[config.mk]
export PLATFORM = sky130hd
export DESIGN_NAME = region_density_cnv_averager_core
export DESIGN_NICKNAME = d
export VERILOG_FILES = /design/src/hdl/rdca_pkg.sv /design/src/hdl/rdca_front.sv /design/src/hdl/rdca_queue.sv /design/src/hdl/rdca_div_lane.sv /design/src/hdl/rdca_back.sv /design/src/hdl/region_density_cnv_averager_core.sv
export SDC_FILE = /design/constraint.sdc
export NUM_CORES = 2
export LEC_CHECK = 0
export BUFFER_PORTS_ARGS = -buffer_cell sky130_fd_sc_hd__clkbuf_2
export CAP_MARGIN = 25
export CELL_PAD_IN_SITES_DETAIL_PLACEMENT = 1
export CELL_PAD_IN_SITES_GLOBAL_PLACEMENT = 2
export CORE_ASPECT_RATIO = 0.8
export CORE_MARGIN = 2
export CORE_UTILIZATION = 39
export CTS_BUF_LIST = sky130_fd_sc_hd__clkbuf_4 sky130_fd_sc_hd__clkbuf_8
export DETAILED_ROUTE_END_ITERATION = 10
export GPL_ROUTABILITY_DRIVEN = 0
export PLACE_DENSITY_LB_ADDON = 0.08
export SKIP_LAST_GASP = 1
export SLEW_MARGIN = 10
export SYNTH_ARGS = -nofsm -noshare
export SYNTH_HDL_FRONTEND = slang
export SYNTH_SLANG_ARGS = --single-unit
[constraint.sdc]
create_clock -name clk_i -period 7.1 [get_ports clk_i]
set_input_delay 1.065 -clock clk_i [delete_from_list [all_inputs] [get_ports clk_i]]
set_output_delay 1.065 -clock clk_i [all_outputs]
set_load 0.005 [all_outputs]
[src/hdl/rdca_pkg.sv]
// Shared types and constants for the region density averager.
// Request, result and queue-entry structs, field widths and code constants.
// No dependencies.
package rdca_pkg;

  localparam int unsigned MaxBases  = 1024;
  localparam int unsigned BaseW     = 11;
  localparam int unsigned PctW      = 7;
  localparam int unsigned ReadsW    = 24;
  localparam int unsigned SampleW   = 16;
  localparam int unsigned SumW      = 32;
  localparam int unsigned CntW      = 16;
  localparam int unsigned MeanW     = 22;
  localparam int unsigned UcntMeanW = 6;
  localparam int unsigned ProdW     = 31;
  localparam int unsigned QuoW      = 34;
  localparam int unsigned DivW      = BaseW + 1;
  localparam int unsigned StepCntW  = $clog2(QuoW);

  localparam logic [1:0] ZygNone = 2'd0;
  localparam logic [1:0] ZygHet  = 2'd1;
  localparam logic [1:0] ZygHom  = 2'd2;

  localparam logic ReqHeader = 1'b0;
  localparam logic ReqSample = 1'b1;

  localparam logic CfgHetLow = 1'b0;
  localparam logic CfgHom    = 1'b1;

  typedef struct packed {
    logic               req_type;
    logic [BaseW-1:0]   base_count;
    logic [ReadsW-1:0]  variant_reads;
    logic [ReadsW-1:0]  depth_reads;
    logic [SampleW-1:0] read_sample;
    logic [SampleW-1:0] repeat_sample;
    logic               last;
  } req_t;

  typedef struct packed {
    logic [1:0]           zygosity;
    logic [MeanW-1:0]     mean_read_density;
    logic [MeanW-1:0]     mean_repeat_density;
    logic [UcntMeanW-1:0] mean_uncovered_count;
    logic [MeanW-1:0]     mean_uncovered_repeat;
  } rsp_t;

  typedef struct packed {
    logic [1:0]       zygosity;
    logic [BaseW-1:0] bases;
    logic [SumW-1:0]  read_sum;
    logic [SumW-1:0]  repeat_sum;
    logic [CntW-1:0]  uncovered_count;
    logic [SumW-1:0]  uncovered_sum;
  } job_t;

  typedef struct packed {
    logic full;
    logic empty;
  } q_status_t;

endpackage

[src/hdl/rdca_front.sv]
// Front end: accepts words, multiplies header thresholds, classifies zygosity
// and accumulates the density sums; pushes one job per region end.
// Depends on rdca_pkg.
module rdca_front (
  input  logic                 clk_i,
  input  logic                 rst_ni,
  input  logic                 in_valid_i,
  output logic                 in_stall_o,
  input  rdca_pkg::req_t       in_data_i,
  input  logic [6:0]           het_low_pct_i,
  input  logic [6:0]           hom_pct_i,
  input  rdca_pkg::q_status_t  q_status_i,
  output logic                 push_o,
  output rdca_pkg::job_t       job_o
);
  import rdca_pkg::*;

  logic             s1_valid_q;
  req_t             s1_req_q;
  logic [ProdW-1:0] s1_scaled_q;
  logic [ProdW-1:0] s1_het_q;
  logic [ProdW-1:0] s1_hom_q;

  logic [SumW-1:0]  read_sum_q, read_sum_d;
  logic [SumW-1:0]  repeat_sum_q, repeat_sum_d;
  logic [CntW-1:0]  ucnt_q, ucnt_d;
  logic [SumW-1:0]  usum_q, usum_d;
  logic [BaseW-1:0] bases_q, bases_d;
  logic [1:0]       zyg_q, zyg_d;

  logic             is_last;
  logic             advance;
  logic             take;
  logic [SumW:0]    read_add, repeat_add, usum_add;
  logic [CntW:0]    ucnt_add;
  logic             uncovered;

  assign is_last    = s1_valid_q && (s1_req_q.req_type == ReqSample) && s1_req_q.last;
  assign advance    = s1_valid_q && !(is_last && q_status_i.full);
  assign in_stall_o = s1_valid_q && !advance;
  assign take       = in_valid_i && !in_stall_o;

  always_ff @(posedge clk_i or negedge rst_ni) begin
    if (!rst_ni) begin
      s1_valid_q <= 1'b0;
    end else if (!in_stall_o) begin
      s1_valid_q <= in_valid_i;
    end
  end

  // Threshold products are formed on capture; compare happens on commit.
  always_ff @(posedge clk_i) begin
    if (take) begin
      s1_req_q    <= in_data_i;
      s1_scaled_q <= ProdW'(in_data_i.variant_reads) * ProdW'(100);
      s1_het_q    <= ProdW'(het_low_pct_i) * ProdW'(in_data_i.depth_reads);
      s1_hom_q    <= ProdW'(hom_pct_i) * ProdW'(in_data_i.depth_reads);
    end
  end

  always_comb begin
    uncovered  = (s1_req_q.read_sample == '0) && (s1_req_q.repeat_sample != '0);
    read_add   = {1'b0, read_sum_q} + (SumW + 1)'(s1_req_q.read_sample);
    repeat_add = {1'b0, repeat_sum_q} + (SumW + 1)'(s1_req_q.repeat_sample);
    usum_add   = {1'b0, usum_q} + (SumW + 1)'(s1_req_q.repeat_sample);
    ucnt_add   = {1'b0, ucnt_q} + (CntW + 1)'(1);

    read_sum_d   = read_sum_q;
    repeat_sum_d = repeat_sum_q;
    ucnt_d       = ucnt_q;
    usum_d       = usum_q;
    bases_d      = bases_q;
    zyg_d        = zyg_q;

    if (advance) begin
      if (s1_req_q.req_type == ReqHeader) begin
        bases_d = (s1_req_q.base_count > BaseW'(MaxBases)) ? BaseW'(MaxBases)
                                                             : s1_req_q.base_count;
        priority if (s1_scaled_q > s1_het_q && s1_scaled_q < s1_hom_q) begin
          zyg_d = ZygHet;
        end else if (s1_scaled_q >= s1_hom_q) begin
          zyg_d = ZygHom;
        end else begin
          zyg_d = ZygNone;
        end
        read_sum_d   = '0;
        repeat_sum_d = '0;
        ucnt_d       = '0;
        usum_d       = '0;
      end else begin
        // saturate on carry out
        read_sum_d   = read_add[SumW] ? '1 : read_add[SumW-1:0];
        repeat_sum_d = repeat_add[SumW] ? '1 : repeat_add[SumW-1:0];
        if (uncovered) begin
          ucnt_d = ucnt_add[CntW] ? '1 : ucnt_add[CntW-1:0];
          usum_d = usum_add[SumW] ? '1 : usum_add[SumW-1:0];
        end
      end
    end
  end

  always_ff @(posedge clk_i or negedge rst_ni) begin
    if (!rst_ni) begin
      read_sum_q   <= '0;
      repeat_sum_q <= '0;
      ucnt_q       <= '0;
      usum_q       <= '0;
      bases_q      <= '0;
      zyg_q        <= ZygNone;
    end else begin
      read_sum_q   <= read_sum_d;
      repeat_sum_q <= repeat_sum_d;
      ucnt_q       <= ucnt_d;
      usum_q       <= usum_d;
      bases_q      <= bases_d;
      zyg_q        <= zyg_d;
    end
  end

  assign push_o = advance && is_last;

  always_comb begin
    job_o.zygosity        = zyg_q;
    job_o.bases           = bases_q;
    job_o.read_sum        = read_sum_d;
    job_o.repeat_sum      = repeat_sum_d;
    job_o.uncovered_count = ucnt_d;
    job_o.uncovered_sum   = usum_d;
  end

endmodule

[src/hdl/rdca_queue.sv]
// Small job queue between the accumulating front and the dividing back end.
// Depends on rdca_pkg.
module rdca_queue #(
  parameter int unsigned Depth = 2
) (
  input  logic                clk_i,
  input  logic                rst_ni,
  input  logic                push_i,
  input  rdca_pkg::job_t      job_i,
  input  logic                pop_i,
  output rdca_pkg::job_t      job_o,
  output rdca_pkg::q_status_t status_o
);
  import rdca_pkg::*;

  localparam int unsigned PtrW = $clog2(Depth);
  localparam int unsigned FillW = $clog2(Depth + 1);

  job_t             mem_q [Depth];
  logic [PtrW-1:0]  wr_ptr_q, wr_ptr_d;
  logic [PtrW-1:0]  rd_ptr_q, rd_ptr_d;
  logic [FillW-1:0] fill_q, fill_d;

  always_comb begin
    wr_ptr_d = wr_ptr_q;
    rd_ptr_d = rd_ptr_q;
    fill_d   = fill_q;
    if (push_i) begin
      wr_ptr_d = (wr_ptr_q == PtrW'(Depth - 1)) ? '0 : wr_ptr_q + PtrW'(1);
    end
    if (pop_i) begin
      rd_ptr_d = (rd_ptr_q == PtrW'(Depth - 1)) ? '0 : rd_ptr_q + PtrW'(1);
    end
    unique case ({push_i, pop_i})
      2'b10:   fill_d = fill_q + FillW'(1);
      2'b01:   fill_d = fill_q - FillW'(1);
      default: fill_d = fill_q;
    endcase
  end

  always_ff @(posedge clk_i or negedge rst_ni) begin
    if (!rst_ni) begin
      wr_ptr_q <= '0;
      rd_ptr_q <= '0;
      fill_q   <= '0;
    end else begin
      wr_ptr_q <= wr_ptr_d;
      rd_ptr_q <= rd_ptr_d;
      fill_q   <= fill_d;
    end
  end

  always_ff @(posedge clk_i) begin
    if (push_i) begin
      mem_q[wr_ptr_q] <= job_i;
    end
  end

  assign job_o          = mem_q[rd_ptr_q];
  assign status_o.full  = (fill_q == FillW'(Depth));
  assign status_o.empty = (fill_q == '0);

endmodule

[src/hdl/rdca_div_lane.sv]
// One radix-2 restoring divider lane: floor((2*sum + n) / (2*n)).
// One quotient bit per step. Depends on rdca_pkg.
module rdca_div_lane (
  input  logic                         clk_i,
  input  logic                         load_i,
  input  logic                         step_i,
  input  logic [rdca_pkg::SumW-1:0]    sum_i,
  input  logic [rdca_pkg::BaseW-1:0]   bases_i,
  output logic [rdca_pkg::QuoW-1:0]    quo_o
);
  import rdca_pkg::*;

  logic [QuoW-1:0] quo_q;
  logic [DivW-1:0] rem_q;
  logic [DivW-1:0] div_q;
  logic [DivW:0]   trial;
  logic [DivW:0]   diff;
  logic            ge;

  assign trial = {rem_q, quo_q[QuoW-1]};
  assign ge    = trial >= {1'b0, div_q};
  assign diff  = trial - {1'b0, div_q};

  always_ff @(posedge clk_i) begin
    if (load_i) begin
      quo_q <= QuoW'({sum_i, 1'b0}) + QuoW'(bases_i);
      rem_q <= '0;
      div_q <= {bases_i, 1'b0};
    end else if (step_i) begin
      // shift dividend out, quotient bits in
      quo_q <= {quo_q[QuoW-2:0], ge};
      rem_q <= ge ? diff[DivW-1:0] : trial[DivW-1:0];
    end
  end

  assign quo_o = quo_q;

endmodule

[src/hdl/rdca_back.sv]
// Back end: pops a region job, runs four divider lanes in parallel and holds
// the rounded, saturated means until the receiver takes them.
// Depends on rdca_pkg and rdca_div_lane.
module rdca_back (
  input  logic                clk_i,
  input  logic                rst_ni,
  input  rdca_pkg::q_status_t q_status_i,
  input  rdca_pkg::job_t      job_i,
  output logic                pop_o,
  output logic                out_valid_o,
  input  logic                out_stall_i,
  output rdca_pkg::rsp_t      out_data_o
);
  import rdca_pkg::*;

  typedef enum logic [1:0] {
    StIdle,
    StDiv,
    StDone
  } state_e;

  state_e              state_q;
  logic [StepCntW-1:0] step_q;
  logic                out_valid_q;
  logic [1:0]          zyg_q;
  logic [BaseW-1:0]    bases_q;
  logic                step;
  logic [QuoW-1:0]     quo_read, quo_repeat, quo_ucnt, quo_usum;

  assign pop_o = (state_q == StIdle) && !q_status_i.empty;
  assign step  = (state_q == StDiv);

  always_ff @(posedge clk_i or negedge rst_ni) begin
    if (!rst_ni) begin
      state_q     <= StIdle;
      step_q      <= '0;
      out_valid_q <= 1'b0;
    end else begin
      unique case (state_q)
        StIdle: begin
          if (!q_status_i.empty) begin
            state_q <= StDiv;
            step_q  <= '0;
          end
        end
        StDiv: begin
          step_q <= step_q + StepCntW'(1);
          if (step_q == StepCntW'(QuoW - 1)) begin
            state_q     <= StDone;
            out_valid_q <= 1'b1;
          end
        end
        StDone: begin
          if (!out_stall_i) begin
            state_q     <= StIdle;
            out_valid_q <= 1'b0;
          end
        end
        default: begin
          state_q     <= StIdle;
          out_valid_q <= 1'b0;
        end
      endcase
    end
  end

  always_ff @(posedge clk_i) begin
    if (pop_o) begin
      zyg_q   <= job_i.zygosity;
      bases_q <= job_i.bases;
    end
  end

  rdca_div_lane u_lane_read (
    .clk_i  (clk_i),
    .load_i (pop_o),
    .step_i (step),
    .sum_i  (job_i.read_sum),
    .bases_i(job_i.bases),
    .quo_o  (quo_read)
  );

  rdca_div_lane u_lane_repeat (
    .clk_i  (clk_i),
    .load_i (pop_o),
    .step_i (step),
    .sum_i  (job_i.repeat_sum),
    .bases_i(job_i.bases),
    .quo_o  (quo_repeat)
  );

  rdca_div_lane u_lane_ucnt (
    .clk_i  (clk_i),
    .load_i (pop_o),
    .step_i (step),
    .sum_i  (SumW'(job_i.uncovered_count)),
    .bases_i(job_i.bases),
    .quo_o  (quo_ucnt)
  );

  rdca_div_lane u_lane_usum (
    .clk_i  (clk_i),
    .load_i (pop_o),
    .step_i (step),
    .sum_i  (job_i.uncovered_sum),
    .bases_i(job_i.bases),
    .quo_o  (quo_usum)
  );

  // Empty region reports zero means; wide quotients clamp to all ones.
  always_comb begin
    out_data_o.zygosity = zyg_q;
    if (bases_q == '0) begin
      out_data_o.mean_read_density     = '0;
      out_data_o.mean_repeat_density   = '0;
      out_data_o.mean_uncovered_count  = '0;
      out_data_o.mean_uncovered_repeat = '0;
    end else begin
      out_data_o.mean_read_density     = (|quo_read[QuoW-1:MeanW]) ? '1
                                                                    : quo_read[MeanW-1:0];
      out_data_o.mean_repeat_density   = (|quo_repeat[QuoW-1:MeanW]) ? '1
                                                                      : quo_repeat[MeanW-1:0];
      out_data_o.mean_uncovered_count  = (|quo_ucnt[QuoW-1:UcntMeanW]) ? '1
                                                                        : quo_ucnt[UcntMeanW-1:0];
      out_data_o.mean_uncovered_repeat = (|quo_usum[QuoW-1:MeanW]) ? '1
                                                                    : quo_usum[MeanW-1:0];
    end
  end

  assign out_valid_o = out_valid_q;

endmodule

[src/hdl/region_density_cnv_averager_core.sv]
// Region density averager, top level.
// Input channel (in_valid_i / in_stall_o / in_data_i): a header word opens a
// region (base count, variant reads, depth); sample words carry one read and
// one repeat density each, the final one flagged by last. Headers give no
// result. A last sample gives one result word on the output channel
// (out_valid_o / out_stall_i / out_data_o): held zygosity and four rounded
// means over the base count.
// The front takes one input word per cycle while the input is not stalled.
// It registers each accepted word and commits it from that register; a region
// end then waits in a job queue of QUEUE_DEPTH entries for the back end, whose
// four divider lanes produce one quotient bit each per step. The back end pops
// a new job only after the receiver has taken the previous result. The input
// stalls only when a last sample finds the job queue full; a stalled output
// holds its word and the divider, and the queue absorbs further region ends
// meanwhile. Reset clears sums, base count and zygosity and reloads the
// thresholds to 30 and 76 percent. cfg_we_i writes a threshold by index;
// the user must do so only while idle, as the block does not enforce it.
// Depends on rdca_pkg, rdca_front, rdca_queue, rdca_div_lane, rdca_back.
module region_density_cnv_averager_core #(
  parameter int unsigned QUEUE_DEPTH = 2
) (
  input  logic           clk_i,
  input  logic           rst_ni,
  input  logic           in_valid_i,
  output logic           in_stall_o,
  input  rdca_pkg::req_t in_data_i,
  output logic           out_valid_o,
  input  logic           out_stall_i,
  output rdca_pkg::rsp_t out_data_o,
  input  logic           cfg_we_i,
  input  logic           cfg_idx_i,
  input  logic [6:0]     cfg_data_i
);
  import rdca_pkg::*;

  logic [PctW-1:0] het_low_q;
  logic [PctW-1:0] hom_q;
  logic            q_push;
  logic            q_pop;
  job_t            push_job;
  job_t            head_job;
  q_status_t       q_status;

  always_ff @(posedge clk_i or negedge rst_ni) begin
    if (!rst_ni) begin
      het_low_q <= PctW'(30);
      hom_q     <= PctW'(76);
    end else if (cfg_we_i) begin
      unique case (cfg_idx_i)
        CfgHetLow: het_low_q <= cfg_data_i;
        CfgHom:    hom_q     <= cfg_data_i;
        default:   hom_q     <= hom_q;
      endcase
    end
  end

  rdca_front u_front (
    .clk_i        (clk_i),
    .rst_ni       (rst_ni),
    .in_valid_i   (in_valid_i),
    .in_stall_o   (in_stall_o),
    .in_data_i    (in_data_i),
    .het_low_pct_i(het_low_q),
    .hom_pct_i    (hom_q),
    .q_status_i   (q_status),
    .push_o       (q_push),
    .job_o        (push_job)
  );

  rdca_queue #(
    .Depth(QUEUE_DEPTH)
  ) u_queue (
    .clk_i   (clk_i),
    .rst_ni  (rst_ni),
    .push_i  (q_push),
    .job_i   (push_job),
    .pop_i   (q_pop),
    .job_o   (head_job),
    .status_o(q_status)
  );

  rdca_back u_back (
    .clk_i      (clk_i),
    .rst_ni     (rst_ni),
    .q_status_i (q_status),
    .job_i      (head_job),
    .pop_o      (q_pop),
    .out_valid_o(out_valid_o),
    .out_stall_i(out_stall_i),
    .out_data_o (out_data_o)
  );

`ifndef NO_ASSERTIONS
  a_no_push_full: assert property (@(posedge clk_i) disable iff (!rst_ni)
    !(q_push && q_status.full))
    else $error("job pushed into full queue");

  a_no_pop_empty: assert property (@(posedge clk_i) disable iff (!rst_ni)
    !(q_pop && q_status.empty))
    else $error("job popped from empty queue");

  a_stall_cause: assert property (@(posedge clk_i) disable iff (!rst_ni)
    in_stall_o |-> q_status.full)
    else $error("input stalled with room in job queue");

  a_pop_idle_out: assert property (@(posedge clk_i) disable iff (!rst_ni)
    q_pop |-> !out_valid_o)
    else $error("new job started while result pending");
`endif

endmodule

==> impl_metrics.tcl <==
set metrics [dict create \
    yosysMostFrequentCell "edfxtp_1" \
    pin_count 182 \
    holdWs_ns 0.340 \
    h-tree-depth 4 \
    yosysTopAreaCell "edfxtp_1" \
    root_buffer "clkbuf_8" \
    dr.pass1.iters 6 \
    initial_core_util_pct 39.2 \
    drive_gt1_share_pct 11.6 \
    rsz0062_at_grt "false" \
    grt_pass1_vias 37200 \
    path_class "reg -> reg" \
    grt_usage_pct 23.3 \
    reg2reg_from "het_low_q[6]" \
    cp-end-kind "register" \
    wire_per_inst_um 22.1 \
    setup_viol 0 \
    syn_inst 4819 \
    syn_avg_cell_area_um2 10.3 \
    wl_mm 151 \
    core-area_um2 127000 \
    cts_resized 0 \
    synthArstFlopShare_pct 20.8 \
    fin_ws_ns 0.629 \
    utilization_pct 43.7 \
    period_needed_ns 6.47 \
    final_area_um2 55400 \
    syn_nets 5542 \
    critical-path-top-delay-family "adder cells" \
    dieHeight_um 324 \
    clock.fmax_mhz 155 \
    status "complete, no violations" \
    ys_seq_area_share_pct 41.9 \
    clk_latency_ns 0.84 \
    post-place-ws_ns 0.321 \
    seqCellArea_um2 20900 \
    cp_common_cell "fa_1" \
    worstPathCellList "nand2_1 -> fa_1 -> fa_1 -> inv_1 -> fa_1 -> inv_1 -> fa_1 -> inv_1 -> ha_1 -> nand3_1 -> o2111ai_2 -> or4b_4 -> a311oi_2 -> o2111ai_1 -> a21oi_2 -> o31ai_1 -> a21o_1 -> a21oi_2 -> xnor2_1" \
    postPlaceCellArea_um2 52600 \
    clock_sinks 736 \
    crit_end "u_front.s1_het_q[27]" \
    power_leakage_nw 24.3 \
    antenna_left 0 \
    yosys_warnings 0 \
    clock_skew_ns 0.0295 \
    dp_hpwl_mm 112 \
    required_ns 7.69 \
    crit_slowest_cell "dfrtp_1" \
    worstMarginPinSlew_ns 1.15 \
    max_stage_delay_ns 0.91 \
    startpoint_type "register" \
    yosys-top-cells-count "edfxtp_1, inv_1, nand2_1" \
    maxCapViolCount 0 \
    r2r_slack_ns 0.63 \
    synth.top_cell.area_share_pct 32.3 \
    synthTopCellsByArea "edfxtp_1, fa_1, ha_1, dfrtp_1, inv_1" \
    cts_setup_buffers 0 \
    finalHoldViolCount 0 \
    worst-path-buf-inv 3 \
    yosys.cell_types.count 87 \
    grt_max_degree 194 \
    cts_hold_buf 0 \
    overflow 0 \
    hold_path.class "in -> async" \
    synth_edf_count 535 \
    ir_worst_vdd_mv 0.192 \
    numCtsBuffers 135 \
    netlist_area_um2 49800 \
    path_clk_slew_ns 0.07 \
    power.total_mw 24.3 \
    grt_antenna_before_repair 25 \
    viasPerCell 5.33 \
    critPathArrivalTime_ns 7.06 \
    crit_fanout 25 \
    cts_buffer_depth 3 \
    maxSlewHeadroom_pct 21.2 \
    ys_ff_latch 736 \
    r2r-end "u_front.s1_het_q[27]" \
    power_density_nw_per_um2 438 \
    grt_pass1_wl_mm 231 \
    finalCritPeriodShare_pct 91.1 \
    syn2layout_area_growth_pct 11.3 \
    multiInputGateArea_um2 26600 \
    cp-startpoint "het_low_q[6]" \
    port_buffers 181 \
    ff2ff_path_depth 19 \
    dieArea_um2 131000 \
    via_count 36300 \
    rows 117 \
    fillers 14100 \
    fin_nets 5743 \
    first_iter_violations 2645 \
    die_w_um 404 \
    cts_tree "yes" \
    finalMaxSlewViolations 0 \
    cp.depth 19 \
    synthFlopType "edfxtp_1" \
    drc_errors 0 \
]
[through the flow]
stage	std cells	TNS, ns
finish	6801	0
floorplan	4819	-37.55
global placement	6545	0
global route	6801	0
detailed placement	6546	0
CTS	6793	0
[where the power goes]
part           switching, mW  internal [mW]  leakage (nW)
registers              0.809           6.44          7.60
clock network           1.92           2.27          1.46
logic                   7.63           5.23          15.2
[metal layers]
layer	vias up	GRT usage, %	share of wire, %
met5	-	0	0.0046
met4	2	5.57	1.6
met3	158	3.65	5.0
met2	737	32.0	40
met1	18200	37.7	54
li1	17200	-	-
[cell usage in the layout (no fill, tap or decap), types with 48 or more instances in the layout]
master    instances
xor2_1          104
clkbuf_4         53
clkbuf_8        149
and2_1          266
xnor2_1         142
fa_1            248
inv_1           456
dfxtp_1          48
mux2_2           78
nor3_1           67
ha_1            369
nor2_1          343
nor2b_1          50
mux2i_1          92
clkbuf_2        180
a21oi_1         205
a21o_1           91
dfrtp_1         145
nand3_1          94
o21ai_0         336
edfxtp_1        535
nand2_1         446
[worst min-delay path by stage]
stage	startpoint	endpoint	slack, ns	cells after the start
CTS	in_data_i[19]	u_front.s1_req_q[19]	0.29	1
detailed placement	u_front.bases_q[1]	u_queue.mem_q[0][113]	0.46	0
finish	rst_ni	hom_q[5]	0.34	1
global route	in_data_i[24]	u_front.s1_req_q[24]	0.33	1
global placement	u_front.zyg_q[1]	u_queue.mem_q[0][124]	0.45	0
floorplan	u_back.u_lane_read.rem_q[11]	u_back.u_lane_read.rem_q[11]	0.43	2
[final cells by class]
cell class	instances	share of cell area [%]
tap	1666	3.76
timing repair buffer	232	2.48
inverter	458	3.11
clock inverter	47	0.528
antenna	5	0.0226
clock buffer	200	4.38
multi-input combinational	3457	48.1
sequential	736	37.7
[kinds of logic (layout without fill, tap and decap cells)]
kind of cell / after synthesis / after routing / synth area share (%)
buf+inv: 626 / 937 / 4.80
xor+xnor: 246 / 246 / 4.33
mux: 170 / 170 / 3.61
fa+ha+maj: 617 / 617 / 19.2
simple gates: 1492 / 1492 / 14.6
compound gates: 932 / 932 / 11.6
other cells: 0 / 5 / 0
flops: 736 / 736 / 41.9
[sequential cells by signal (all words and copies together) (netlist names), 6 cells and up]
register	cells
u_front.s1_scaled_q	29
u_queue.mem_q	250
u_front.bases_q	11
u_back.u_lane_read.rem_q	12
u_front.repeat_sum_q	32
u_front.s1_hom_q	31
u_back.u_lane_usum.quo_o	34
u_back.u_lane_repeat.quo_o	34
u_back.u_lane_repeat.rem_q	12
het_low_q	7
u_back.step_q	6
u_front.read_sum_q	32
u_front.s1_het_q	31
u_front.ucnt_q	16
u_back.u_lane_read.div_q	11
hom_q	7
u_back.u_lane_read.quo_o	34
u_front.usum_q	32
u_back.u_lane_usum.rem_q	12
u_back.u_lane_ucnt.rem_q	12
u_front.s1_req_q	45
u_back.u_lane_ucnt.quo_o	34
(Power assumes the default switching activity.)
